### src/rtl/core/gpiop_pkg.sv
// Shared types, register offsets and pin mask for the GPIO port with interrupts.
// Used by every module of the block; depends on nothing else.
`default_nettype none

package gpiop_pkg;

  localparam int unsigned PIN_COUNT = 32;
  localparam logic [31:0] PIN_MASK = 32'((64'd1 << PIN_COUNT) - 64'd1);

  typedef enum logic [1:0] {
    FUNC_READ  = 2'd0,
    FUNC_WRITE = 2'd1,
    FUNC_TICK  = 2'd2
  } func_e;

  localparam logic [6:0] OFS_DATA   = 7'h00;
  localparam logic [6:0] OFS_DIR    = 7'h04;
  localparam logic [6:0] OFS_INTEN  = 7'h30;
  localparam logic [6:0] OFS_TYPE   = 7'h38;
  localparam logic [6:0] OFS_POL    = 7'h3c;
  localparam logic [6:0] OFS_STATUS = 7'h40;
  localparam logic [6:0] OFS_EOI    = 7'h4c;
  localparam logic [6:0] OFS_EXT    = 7'h50;

  typedef struct packed {
    logic [1:0]  func;
    logic [6:0]  offset;
    logic [31:0] wdata;
    logic [31:0] pins;
  } cmd_t;

  typedef struct packed {
    logic [31:0] out_data;
    logic [31:0] direction;
    logic [31:0] irq_enable;
    logic [31:0] irq_type;
    logic [31:0] irq_polarity;
  } cfg_t;

  typedef struct packed {
    logic [31:0] status;
    logic [31:0] last_pins;
  } irq_view_t;

endpackage

`default_nettype wire

### src/rtl/core/gpiop_regs.sv
// Software-visible control registers: output data, direction and interrupt setup.
// Depends on gpiop_pkg for the command and register structs and offsets.
`default_nettype none

module gpiop_regs
  import gpiop_pkg::*;
(
  input  wire logic clk_i,
  input  wire logic rst_ni,
  input  wire logic upd_i,
  input  wire cmd_t cmd_i,
  output cfg_t      cfg_q_o,
  output cfg_t      cfg_d_o
);

  cfg_t cfg_q;
  cfg_t cfg_d;
  logic [31:0] wdata_m;

  assign wdata_m = cmd_i.wdata & PIN_MASK;

  always_comb begin
    cfg_d = cfg_q;
    if (upd_i && (cmd_i.func == FUNC_WRITE)) begin
      case (cmd_i.offset)
        OFS_DATA:  cfg_d.out_data     = wdata_m;
        OFS_DIR:   cfg_d.direction    = wdata_m;
        OFS_INTEN: cfg_d.irq_enable   = wdata_m;
        OFS_TYPE:  cfg_d.irq_type     = wdata_m;
        OFS_POL:   cfg_d.irq_polarity = wdata_m;
        default: begin
        end
      endcase
    end
  end

  always_ff @(posedge clk_i or negedge rst_ni) begin
    if (!rst_ni) begin
      cfg_q <= '0;
    end else begin
      cfg_q <= cfg_d;
    end
  end

  assign cfg_q_o = cfg_q;
  assign cfg_d_o = cfg_d;

endmodule

`default_nettype wire

### src/rtl/core/gpiop_irq.sv
// Interrupt unit: last pin sample, latched edges and the per-pin status word.
// Depends on gpiop_pkg and on the control register values from gpiop_regs.
`default_nettype none

module gpiop_irq
  import gpiop_pkg::*;
(
  input  wire logic      clk_i,
  input  wire logic      rst_ni,
  input  wire logic      upd_i,
  input  wire cmd_t      cmd_i,
  input  wire cfg_t      cfg_q_i,
  input  wire cfg_t      cfg_d_i,
  output irq_view_t      view_o
);

  logic [31:0] edge_latched_q, edge_latched_d;
  logic [31:0] last_pins_q, last_pins_d;
  logic [31:0] pins_m;
  logic [31:0] rising, falling, events;

  assign pins_m  = cmd_i.pins & PIN_MASK;
  assign rising  = pins_m & ~last_pins_q;
  assign falling = last_pins_q & ~pins_m;
  assign events  = (cfg_q_i.irq_polarity & rising) | (~cfg_q_i.irq_polarity & falling);

  always_comb begin
    edge_latched_d = edge_latched_q;
    last_pins_d    = last_pins_q;
    if (upd_i && (cmd_i.func == FUNC_TICK)) begin
      edge_latched_d = edge_latched_q
                     | (events & cfg_q_i.irq_type & cfg_q_i.irq_enable & PIN_MASK);
      last_pins_d    = pins_m;
    end else if (upd_i && (cmd_i.func == FUNC_WRITE) && (cmd_i.offset == OFS_EOI)) begin
      edge_latched_d = edge_latched_q & ~(cmd_i.wdata & PIN_MASK);
    end
  end

  always_ff @(posedge clk_i or negedge rst_ni) begin
    if (!rst_ni) begin
      edge_latched_q <= '0;
      last_pins_q    <= '0;
    end else begin
      edge_latched_q <= edge_latched_d;
      last_pins_q    <= last_pins_d;
    end
  end

  // The status reflects the state as it stands after the current command.
  assign view_o.status = cfg_d_i.irq_enable
                       & ((~cfg_d_i.irq_type & ~(last_pins_d ^ cfg_d_i.irq_polarity))
                          | (cfg_d_i.irq_type & edge_latched_d))
                       & PIN_MASK;
  assign view_o.last_pins = last_pins_q;

  a_idle_hold: assert property (@(posedge clk_i) disable iff (!rst_ni)
    !upd_i |=> $stable(edge_latched_q) && $stable(last_pins_q))
    else $error("interrupt state changed without a command");

  a_tick_grows: assert property (@(posedge clk_i) disable iff (!rst_ni)
    upd_i && (cmd_i.func == FUNC_TICK)
      |=> (edge_latched_q & $past(edge_latched_q)) == $past(edge_latched_q))
    else $error("pin sample cleared a latched edge");

  a_tick_sample: assert property (@(posedge clk_i) disable iff (!rst_ni)
    upd_i && (cmd_i.func == FUNC_TICK) |=> last_pins_q == ($past(cmd_i.pins) & PIN_MASK))
    else $error("pin sample not recorded");

  a_eoi_clears: assert property (@(posedge clk_i) disable iff (!rst_ni)
    upd_i && (cmd_i.func == FUNC_WRITE) && (cmd_i.offset == OFS_EOI)
      |=> (edge_latched_q & $past(cmd_i.wdata)) == '0)
    else $error("end of interrupt write left a latched edge set");

endmodule

`default_nettype wire

### src/rtl/core/gpio_port_with_interrupts.sv
// Top level of the 32-pin GPIO port with interrupts: input register, read decode, result register.
// Depends on gpiop_pkg, gpiop_regs and gpiop_irq.
`default_nettype none

// Each input beat is a bus read, a bus write or a pin sample tick, and each produces exactly
// one result beat carrying the read data (zero unless a read), the driven pin values, the
// output enables and the interrupt line, all as they stand after that beat. The block takes
// one beat per clock cycle; a beat is held in the input register, where the register update and
// read decode happen, until the result register can take it, and its result then appears in
// the result register. Only a stalled result register slows acceptance.
module gpio_port_with_interrupts
  import gpiop_pkg::*;
(
  input  wire logic        clk_i,
  input  wire logic        rst_ni,
  input  wire logic        in_valid_i,
  output logic             in_ready_o,
  input  wire logic [1:0]  func_i,
  input  wire logic [6:0]  reg_offset_i,
  input  wire logic [31:0] write_data_i,
  input  wire logic [31:0] pin_levels_i,
  output logic             out_valid_o,
  input  wire logic        out_ready_i,
  output logic [31:0]      read_data_o,
  output logic [31:0]      pin_out_values_o,
  output logic [31:0]      pin_out_enables_o,
  output logic             irq_line_o
);

  logic        s1_valid_q;
  cmd_t        s1_cmd_q;
  logic        out_valid_q;
  logic [31:0] read_data_q, pin_out_values_q, pin_out_enables_q;
  logic        irq_line_q;
  logic        adv;
  logic        in_acc;
  cfg_t        cfg_q, cfg_d;
  irq_view_t   view;
  logic [31:0] rdata;

  assign adv        = s1_valid_q && (!out_valid_q || out_ready_i);
  assign in_ready_o = !s1_valid_q || adv;
  assign in_acc     = in_valid_i && in_ready_o;

  gpiop_regs u_regs (
    .clk_i   (clk_i),
    .rst_ni  (rst_ni),
    .upd_i   (adv),
    .cmd_i   (s1_cmd_q),
    .cfg_q_o (cfg_q),
    .cfg_d_o (cfg_d)
  );

  gpiop_irq u_irq (
    .clk_i   (clk_i),
    .rst_ni  (rst_ni),
    .upd_i   (adv),
    .cmd_i   (s1_cmd_q),
    .cfg_q_i (cfg_q),
    .cfg_d_i (cfg_d),
    .view_o  (view)
  );

  always_comb begin
    rdata = '0;
    if (s1_cmd_q.func == FUNC_READ) begin
      case (s1_cmd_q.offset)
        OFS_DATA:   rdata = cfg_q.out_data;
        OFS_DIR:    rdata = cfg_q.direction;
        OFS_INTEN:  rdata = cfg_q.irq_enable;
        OFS_TYPE:   rdata = cfg_q.irq_type;
        OFS_POL:    rdata = cfg_q.irq_polarity;
        OFS_STATUS: rdata = view.status;
        OFS_EXT:    rdata = view.last_pins;
        default:    rdata = '0;
      endcase
    end
  end

  always_ff @(posedge clk_i or negedge rst_ni) begin
    if (!rst_ni) begin
      s1_valid_q  <= 1'b0;
      out_valid_q <= 1'b0;
    end else begin
      if (in_acc) begin
        s1_valid_q <= 1'b1;
      end else if (adv) begin
        s1_valid_q <= 1'b0;
      end
      if (adv) begin
        out_valid_q <= 1'b1;
      end else if (out_ready_i) begin
        out_valid_q <= 1'b0;
      end
    end
  end

  always_ff @(posedge clk_i) begin
    if (in_acc) begin
      s1_cmd_q.func   <= func_i;
      s1_cmd_q.offset <= reg_offset_i;
      s1_cmd_q.wdata  <= write_data_i;
      s1_cmd_q.pins   <= pin_levels_i;
    end
    if (adv) begin
      read_data_q       <= rdata;
      pin_out_values_q  <= cfg_d.out_data;
      pin_out_enables_q <= cfg_d.direction;
      irq_line_q        <= |view.status;
    end
  end

  assign out_valid_o       = out_valid_q;
  assign read_data_o       = read_data_q;
  assign pin_out_values_o  = pin_out_values_q;
  assign pin_out_enables_o = pin_out_enables_q;
  assign irq_line_o        = irq_line_q;

endmodule

`default_nettype wire

### config.mk
export PLATFORM = sky130hd
export DESIGN_NAME = gpio_port_with_interrupts
export DESIGN_NICKNAME = d
export VERILOG_FILES = /design/src/rtl/core/gpiop_pkg.sv /design/src/rtl/core/gpiop_regs.sv /design/src/rtl/core/gpiop_irq.sv /design/src/rtl/core/gpio_port_with_interrupts.sv
export SDC_FILE = /design/constraint.sdc
export NUM_CORES = 1
export LEC_CHECK = 0
export BUFFER_PORTS_ARGS = -buffer_cell sky130_fd_sc_hd__buf_2
export CORE_MARGIN = 4
export CORE_UTILIZATION = 40
export CTS_CLUSTER_DIAMETER = 100
export DETAILED_ROUTE_END_ITERATION = 8
export GPL_ROUTABILITY_DRIVEN = 0
export GPL_TIMING_DRIVEN = 0
export PLACE_DENSITY = 0.56
export SYNTH_ARGS = -nofsm -noshare
export SYNTH_HDL_FRONTEND = slang
export SYNTH_HIERARCHICAL = 1
export SYNTH_SLANG_ARGS = --single-unit
### constraint.sdc
create_clock -name clk_i -period 16.4 [get_ports clk_i]
set_input_delay 0.82 -clock clk_i [delete_from_list [all_inputs] [get_ports clk_i]]
set_output_delay 0.82 -clock clk_i [all_outputs]
set_load 0.02 [all_outputs]
Word level (Yosys, flattened, before mapping)
Index checks and enable logic that the tools add are counted.
{ "classes": {"eq_ne": 9, "mux": 14, "n_bitwise": 20, "n_reduce_logical": 14} }
{ "ops": {"columns": ["cell", "count"], "rows": [
  ["32-bit AND", 10],
  ["32-bit 2-to-1 mux", 8],
  ["32-bit one-hot mux with 7 select lines", 1],
  ["32-bit NOT", 6],
  ["160-bit 2-to-1 mux", 1],
  ["32-bit OR", 3],
  ["32-bit OR reduction", 1],
  ["32-bit bitwise XOR", 1],
  ["7-bit by 6-bit == test with 1-bit output (second input constant)", 3],
  ["7-bit == test (second input constant)", 3],
  ["7-bit by 3-bit == test with 1-bit output (second input constant)", 1],
  ["7-bit zero test", 1],
  ["1-bit logical AND", 5],
  ["1-bit 2-to-1 mux", 4],
  ["2-bit nonzero test", 2],
  ["2-bit by 1-bit == test with 1-bit output (second input constant)", 1],
  ["2-bit == test (second input constant)", 1],
  ["1-bit zero test", 2],
  ["2-bit zero test", 1],
  ["1-bit logical OR", 2]
]} }
{ "totals": {"ff_bits": 396, "inputBits": 77, "elab_cells": 74} }

Logic depth before layout (Yosys ltp)
Gate-level depths: netlist of run 1.
{ "depth": {"word_depth": 12, "mapped_depth": 13, "ltp_nobuf": 12} }

Cells and area by module
Netlist of run 1, hierarchy kept.
{ "modules_own_cells": {"columns": ["mod", "n_inst", "cells_each", "area_per_inst_um2", "seq_area_each_um2"], "rows": [
  ["gpio_port_with_interrupts", 1, 428, 7267.0, 5154.9],
  ["gpiop_regs", 1, 349, 6033.3, 4003.8],
  ["gpiop_irq", 1, 468, 4493.1, 1601.5]
]} }

Worst setup path before layout of run 1
Ideal clock, no wire load.
{ "synth_timing": {"path_type": "input-to-reg", "startpoint": "input port out_ready_i", "endpoint": "register irq_line_q (netlist: irq_line_o), data pin", "setup_ns": 0.262, "t_arrival_ns": 5.838, "t_required_ns": 16.138, "setup_slack_ns": 10.300, "cell_stages": 12, "path_buffers": 1, "cell_sequence": "nand2b_1 > and2_1 > nand4bb_1 > nor3_4 > buf_6 > mux2_2 > nand3b_1 > mux2i_1 > a41o_1 > nor4_1 > nand4_1 > or2_2"} }
{ "synth_lines": {"columns": ["element", "line_no", "text"], "rows": [
  ["from (decl)", "gpio_port_with_interrupts.sv:23", "input wire logic out_ready_i,"],
  ["to (signal assigned)", "gpio_port_with_interrupts.sv:109", "irq_line_q <= |view.status;"],
  ["to (decl)", "gpio_port_with_interrupts.sv:34", "logic irq_line_q;"]
]} }

==> metrics.yaml, run 1 <==
worst_setup_path:
  crit_path_max_fanout: 55
  critPathSlowestCell: "nor4_1"
  rr_endpoint: "irq_line_o"
  start_kind: "flop"
  reg2reg_slack_ps: 11650
  rr_startpoint: "out_valid_o"
  crit_chain: "nand2b_1, and2_4, nand4bb_1, nor3_4, buf_6, mux2_2, nand3b_1, mux2i_1, a41o_1, nor4_1, nand4_1, or2_2"
  endpoint: "irq_line_o"
  critical_path_depth: 12
  slowest_delay_ps: 650
  crit_type: "flop to flop"
  worstSetupStartpoint: "out_valid_o"
  r2r_cells: 12
  worst-path-buf-inv: 1
  cp.required_ps: 16700
  critPathCaptureType: "flop"
  path_delay_family: "simple AND/OR/NAND/NOR gates"
  critPathArrivalTime_ps: 5060
pwr:
  pwr-share-seq_pct: 46.8
  power_switching_mw: 0.592
  internal_power_mw: 1.87
  p_leak_nw: 9.33
  p_sw_share_pct: 24.1
  ir_drop_mv: 0.0675
  power.density_mw_per_mm2: 116
  comb_power_share_pct: 8.5
  clockPowerShare_pct: 44.7
  power_mw: 2.46
timing:
  holdWs_ps: 173
  finalMaxSlewViolations: 0
  tightestPinTransition_ps: 1040
  timing.fmax_ghz: 0.210
  relSlewSlack_pct: 30.7
  finalHoldViolCount: 0
  fin_skew_ps: 10.7
  rsz0062_at_grt: "no"
  fin_crit_ps: 4750
  finalWorstSetupSlack_ps: 11650
  tns_ps: 0
  fin_crit_sh_pct: 29.0
  final-setup-viol-count: 0
placed_design:
  dp_slack_ps: 11070
  place.port_buffers: 175
  place_inst: 2016
  dp_hpwl_mm: 32.2
  post_dp_cell_area_mm2: 0.0195
cts:
  clk_latency_ps: 570
  clockBufferDepth: 3
  clk_pin_slew_ps: 60
  cts_setup_buffers: 0
  ctsHoldBuffers: 0
  cts-root-buf: "clkbuf_16"
  cts_resized: 0
  htree_levels: 2
  clock-sinks: 396
  tritoncts: "done"
  cts_buffers: 45
synthesis:
  yosysWarnings: 6
  ys_ff_latch: 396
  synth_nets: 1322
  synthesis.area_mm2: 0.0178
  synth.avg_cell_area_um2: 14.3
  ys_seq_area_share_pct: 60.5
  synthCells: 1245
  synth_cell_types: 46
final_layout:
  fill_cells: 3973
  layout.nets: 1548
  final_cell_area_mm2: 0.0212
  antenna_cells: 0
  final_util_pct: 48.0
  layout.cells.non_filler: 2100
  syn_to_final_growth_pct: 19.0
  most-common-layout-cells: "dfrtp_1 (226), mux2_2 (218), buf_2 (197)"
  drive_gt1_share_pct: 36.8
  mostFrequentLayoutCell: "dfrtp_1"
flow_run:
  drv_cap: 0
detailed_routing:
  drc: 0
  routed_wirelength_mm: 50.2
  drt-pass1-iter-count: 4
  via_per_inst: 5.54
  vias: 11600
  ant_nets: 0
  dr.first_iter.drc_count: 895
  avgRoutedWirePerCell_um: 23.9
global_routing:
  grt_max_degree: 107
  antenna_found_initial: 0
  gr-usage-met1_pct: 28.0
  use_met3_pct: 3.96
  grt_pass1_vias: 12000
  grtUsageMet2_pct: 33.0
  grt_pass1_wl_mm: 74.3
  top_usage_layer: "met2"
  overflow: 0
  track_usage_pct: 20.6
die:
  start_util_pct: 40.3
  rows: 77
  die_w_um: 219
  fp.dieH_um: 219
  core_area_mm2: 0.0441
  pin_count: 176
  die_area_mm2: 0.0479
worst_hold_path:
  min_path_type: "input port to async pin"
status:
  status: "completed"
logic make-up after synthesis:
logic type	share of synthesized area (%)
DFF	60.5
muxes	17.8
and+or+nand+nor	9.20
AOI/OAI and AO/OA	10.5
buffers and inverters	2.05
area by class of cell:
cell class / instances / area [um^2] / share of cell area [%]
buffer: 61 / 364 / 1.72
clock buffer: 58 / 1280 / 6.04
clock inverter: 26 / 353 / 1.67
multi-input combinational: 788 / 6670 / 31.5
sequential: 396 / 10800 / 50.8
tap: 592 / 741 / 3.50
timing repair buffer: 179 / 996 / 4.71
how the worst min path moves through the flow:
stage,start,endpoint,slack (ps),cells after the start
2_1_floorplan,s1_valid_q,out_valid_o,450,1
3_3_place_gp,s1_valid_q,out_valid_o,460,1
3_5_place_dp,s1_valid_q,out_valid_o,480,1
4_1_cts,rst_ni,u_regs/cfg_q_o[108],170,1
5_1_grt,rst_ni,u_regs/cfg_q_o[104],190,1
6_report,rst_ni,u_regs/cfg_q_o[104],170,1
routing by layer:
layer	routed length (um)	vias up	part of all wire (%)
met3	2540	100	5.1
li1	-	5292	-
met1	22500	5944	45
met2	23400	301	47
met5	0	-	0
met4	1750	0	3.5
cells in the mapped netlist, drive strengths merged:
library cell,number,share of area (%)
and3b,1,0.049
nand4,17,0.60
o2111ai,1,0.049
nor2b,3,0.11
and3,1,0.035
o22a,32,1.6
mux2,225,14
nor2,36,0.76
buf,40,1.6
edfxtp,170,29
clkbuf,21,0.45
nor4,10,0.39
and2,34,1.2
nand2,52,1.1
nor3,2,0.18
a22oi,64,2.8
o21ai,33,0.93
nand2b,35,1.2
nand3,5,0.14
and4bb,2,0.14
or2,1,0.035
a21oi,33,1.5
a41oi,1,0.049
or3b,1,0.049
nand4bb,1,0.063
nor4bb,1,0.056
nor4b,2,0.18
o22ai,1,0.035
dfrtp,226,32
a41o,62,3.5
and4,1,0.049
nand3b,65,2.7
o31ai,1,0.042
mux2i,63,3.5
or3,2,0.098
power by group through the flow:
stage	sequential (mW)	clock, mW	combinational, mW
floorplan	1.18	0	0.113
global placement	1.17	0	0.204
detailed placement	1.17	0	0.212
CTS	1.15	1.13	0.212
global route	1.16	1.17	0.227
finish	1.15	1.10	0.210
state kept, by name (all words and copies together) (netlist names):
register	flops
pin_out_values_o	32
s1_valid_q	1
out_valid_o	1
u_irq/last_pins_q	32
u_regs/cfg_q_o	160
s1_cmd_q	73
irq_line_o	1
pin_out_enables_o	32
read_data_o	32
u_irq/edge_latched_q	32
(Power assumes the default switching activity.)
==> run 2, diff against run 1 <==
clock period = 4.7 ns   (was 16.4 ns; I/O delays follow)
==> metrics.yaml, run 2 (synthesis results as in run 1) <==
status:
  status: "completed"
placed_design:
  post_dp_cell_area_mm2: 0.0195
  place_inst: 2016
  place.port_buffers: 175
  dp_hpwl_mm: 32.2
  dp_slack_ps: -268
timing:
  tightestPinTransition_ps: 1040
  finalMaxSlewViolations: 0
  final-setup-viol-count: 0
  finalWorstSetupSlack_ps: 279
  timing.fmax_ghz: 0.226
  fin_skew_ps: 31.0
  finalHoldViolCount: 0
  fin_crit_sh_pct: 94.1
  fin_crit_ps: 4420
  rsz0062_at_grt: "no"
  relSlewSlack_pct: 30.4
final_layout:
  largest_register_ffs: 160
  most-common-layout-cells: "dfrtp_1 (226), mux2_2 (218), buf_2 (197)"
  layout.nets: 1629
  fill_cells: 3928
  antenna_cells: 0
  syn_to_final_growth_pct: 22.6
  final_cell_area_mm2: 0.0218
  drive_gt1_share_pct: 34.8
  mostFrequentLayoutCell: "dfrtp_1"
  layout.cells.non_filler: 2180
pwr:
  ir_drop_mv: 0.237
  power.density_mw_per_mm2: 380
  p_leak_nw: 9.58
global_routing:
  antenna_found_initial: 0
  overflow: 0
  grt_max_degree: 106
  grt_pass1_wl_mm: 75.9
  track_usage_pct: 21.0
  grt_pass1_vias: 12400
worst_setup_path:
  cp.required_ps: 5020
  crit_type: "flop to flop"
  worstSetupStartpoint: "out_valid_o"
  crit_chain: "nand2b_1, and2_4, buf_16, and4bb_2, and4_1, clkbuf_2, buf_4, mux2_2, nand3b_1, mux2i_1, a41o_1, nor4_2, nand4_1, or2_2"
  reg2reg_slack_ps: 280
  critPathArrivalTime_ps: 4740
  slowest_delay_ps: 490
  critPathCaptureType: "flop"
  crit_path_max_fanout: 57
  path_delay_family: "simple AND/OR/NAND/NOR gates"
  worst-path-buf-inv: 3
  start_kind: "flop"
  critPathSlowestCell: "nor4_2"
  rr_startpoint: "out_valid_o"
detailed_routing:
  drt-pass1-iter-count: 5
  vias: 12100
  avgRoutedWirePerCell_um: 23.4
  ant_nets: 0
  via_per_inst: 5.54
  drc: 0
  routed_wirelength_mm: 51.0
  dr.first_iter.drc_count: 760
die:
  die_area_mm2: 0.0479
  die_w_um: 219
  pin_count: 176
  core_area_mm2: 0.0441
  start_util_pct: 40.3
  fp.dieH_um: 219
  rows: 77
cts:
  clk_pin_slew_ps: 60
  clock-sinks: 396
  cts-root-buf: "clkbuf_16"
  clk_latency_ps: 580
  tritoncts: "done"
  clockBufferDepth: 3
  cts_buffers: 46
  htree_levels: 2
flow_run:
  drv_cap: 0
worst_hold_path:
  min_path_type: "input port to async pin"
run 2: per-layer routing:
layer / vias to the layer above / wire length (um) / part of all wire, % / global-route usage [%]
met2: 376 / 24100 / 47 / 34.3
met3: 99 / 3120 / 6.1 / 4.14
li1: 5461 / - / - / -
met5: - / 0 / 0 / 0
met4: 0 / 1610 / 3.2 / 7.50
met1: 6151 / 22200 / 43 / 28.2
run 2: final cells by class:
type	instances	area, um^2	share of cell area [%]
timing repair buffer	257	1780	8.18
sequential	396	10800	49.3
clock buffer	69	1360	6.24
buffer	61	364	1.67
clock inverter	15	110	0.505
multi-input combinational	790	6700	30.7
tap	592	741	3.39
run 2: worst reg2reg max path, delay by kind of cell, from the launching register on:
kind                   cells  cell delay (ps)
AOI/OAI and AO/OA          1              260
buffers and inverters      3              750
DFF                        1              400
muxes                      2              470
and+or+nand+nor            8             2310
run 2: worst paths after layout:
kind                                            end  depth (start not counted)
setup reg to reg                         irq_line_o                         14
max in group asynchronous  u_irq/edge_latched_q[29]                          4
hold reg to reg                 u_regs/cfg_q_o[131]                          1
min in group clk_i                      out_valid_o                          3
hold / removal                 u_irq/last_pins_q[5]                          2
setup / recovery                         irq_line_o                         14
run 2: power breakdown:
part | switching, mW | total [mW] | internal, mW
Combinational | 0.446 | 0.791 | 0.345
Clock | 1.42 | 3.47 | 2.05
Sequential | 0.171 | 4.02 | 3.85
Total | 2.04 | 8.29 | 6.25
run 2: timing repair:
item | CTS | global route
gates resized for setup | 2 | 0
endpoints found under the setup margin | 1 | 1
cloned | 1 | 1
hold buffers | 76 | 0
setup buffers | 0 | 2
endpoints found under the hold margin | 198 | 0
pin swaps | 0 | 2
run 2: per-stage QoR:
| step | total power, mW | setup TNS, ps | hold WS (ps) | util (%) |
|---|---|---|---|---|
| after CTS | 8.38 | 0 | 87.3 | 49.4 |
| final | 8.29 | 0 | 104 | 49.5 |
| after floorplan | 4.50 | 0 | -60.6 | - |
| after global placement | 4.80 | -247330 | 413 | 44.0 |
| after global routing | 8.61 | 0 | 131 | 49.5 |
| after detailed placement | 4.82 | -268 | 86.4 | 44.3 |
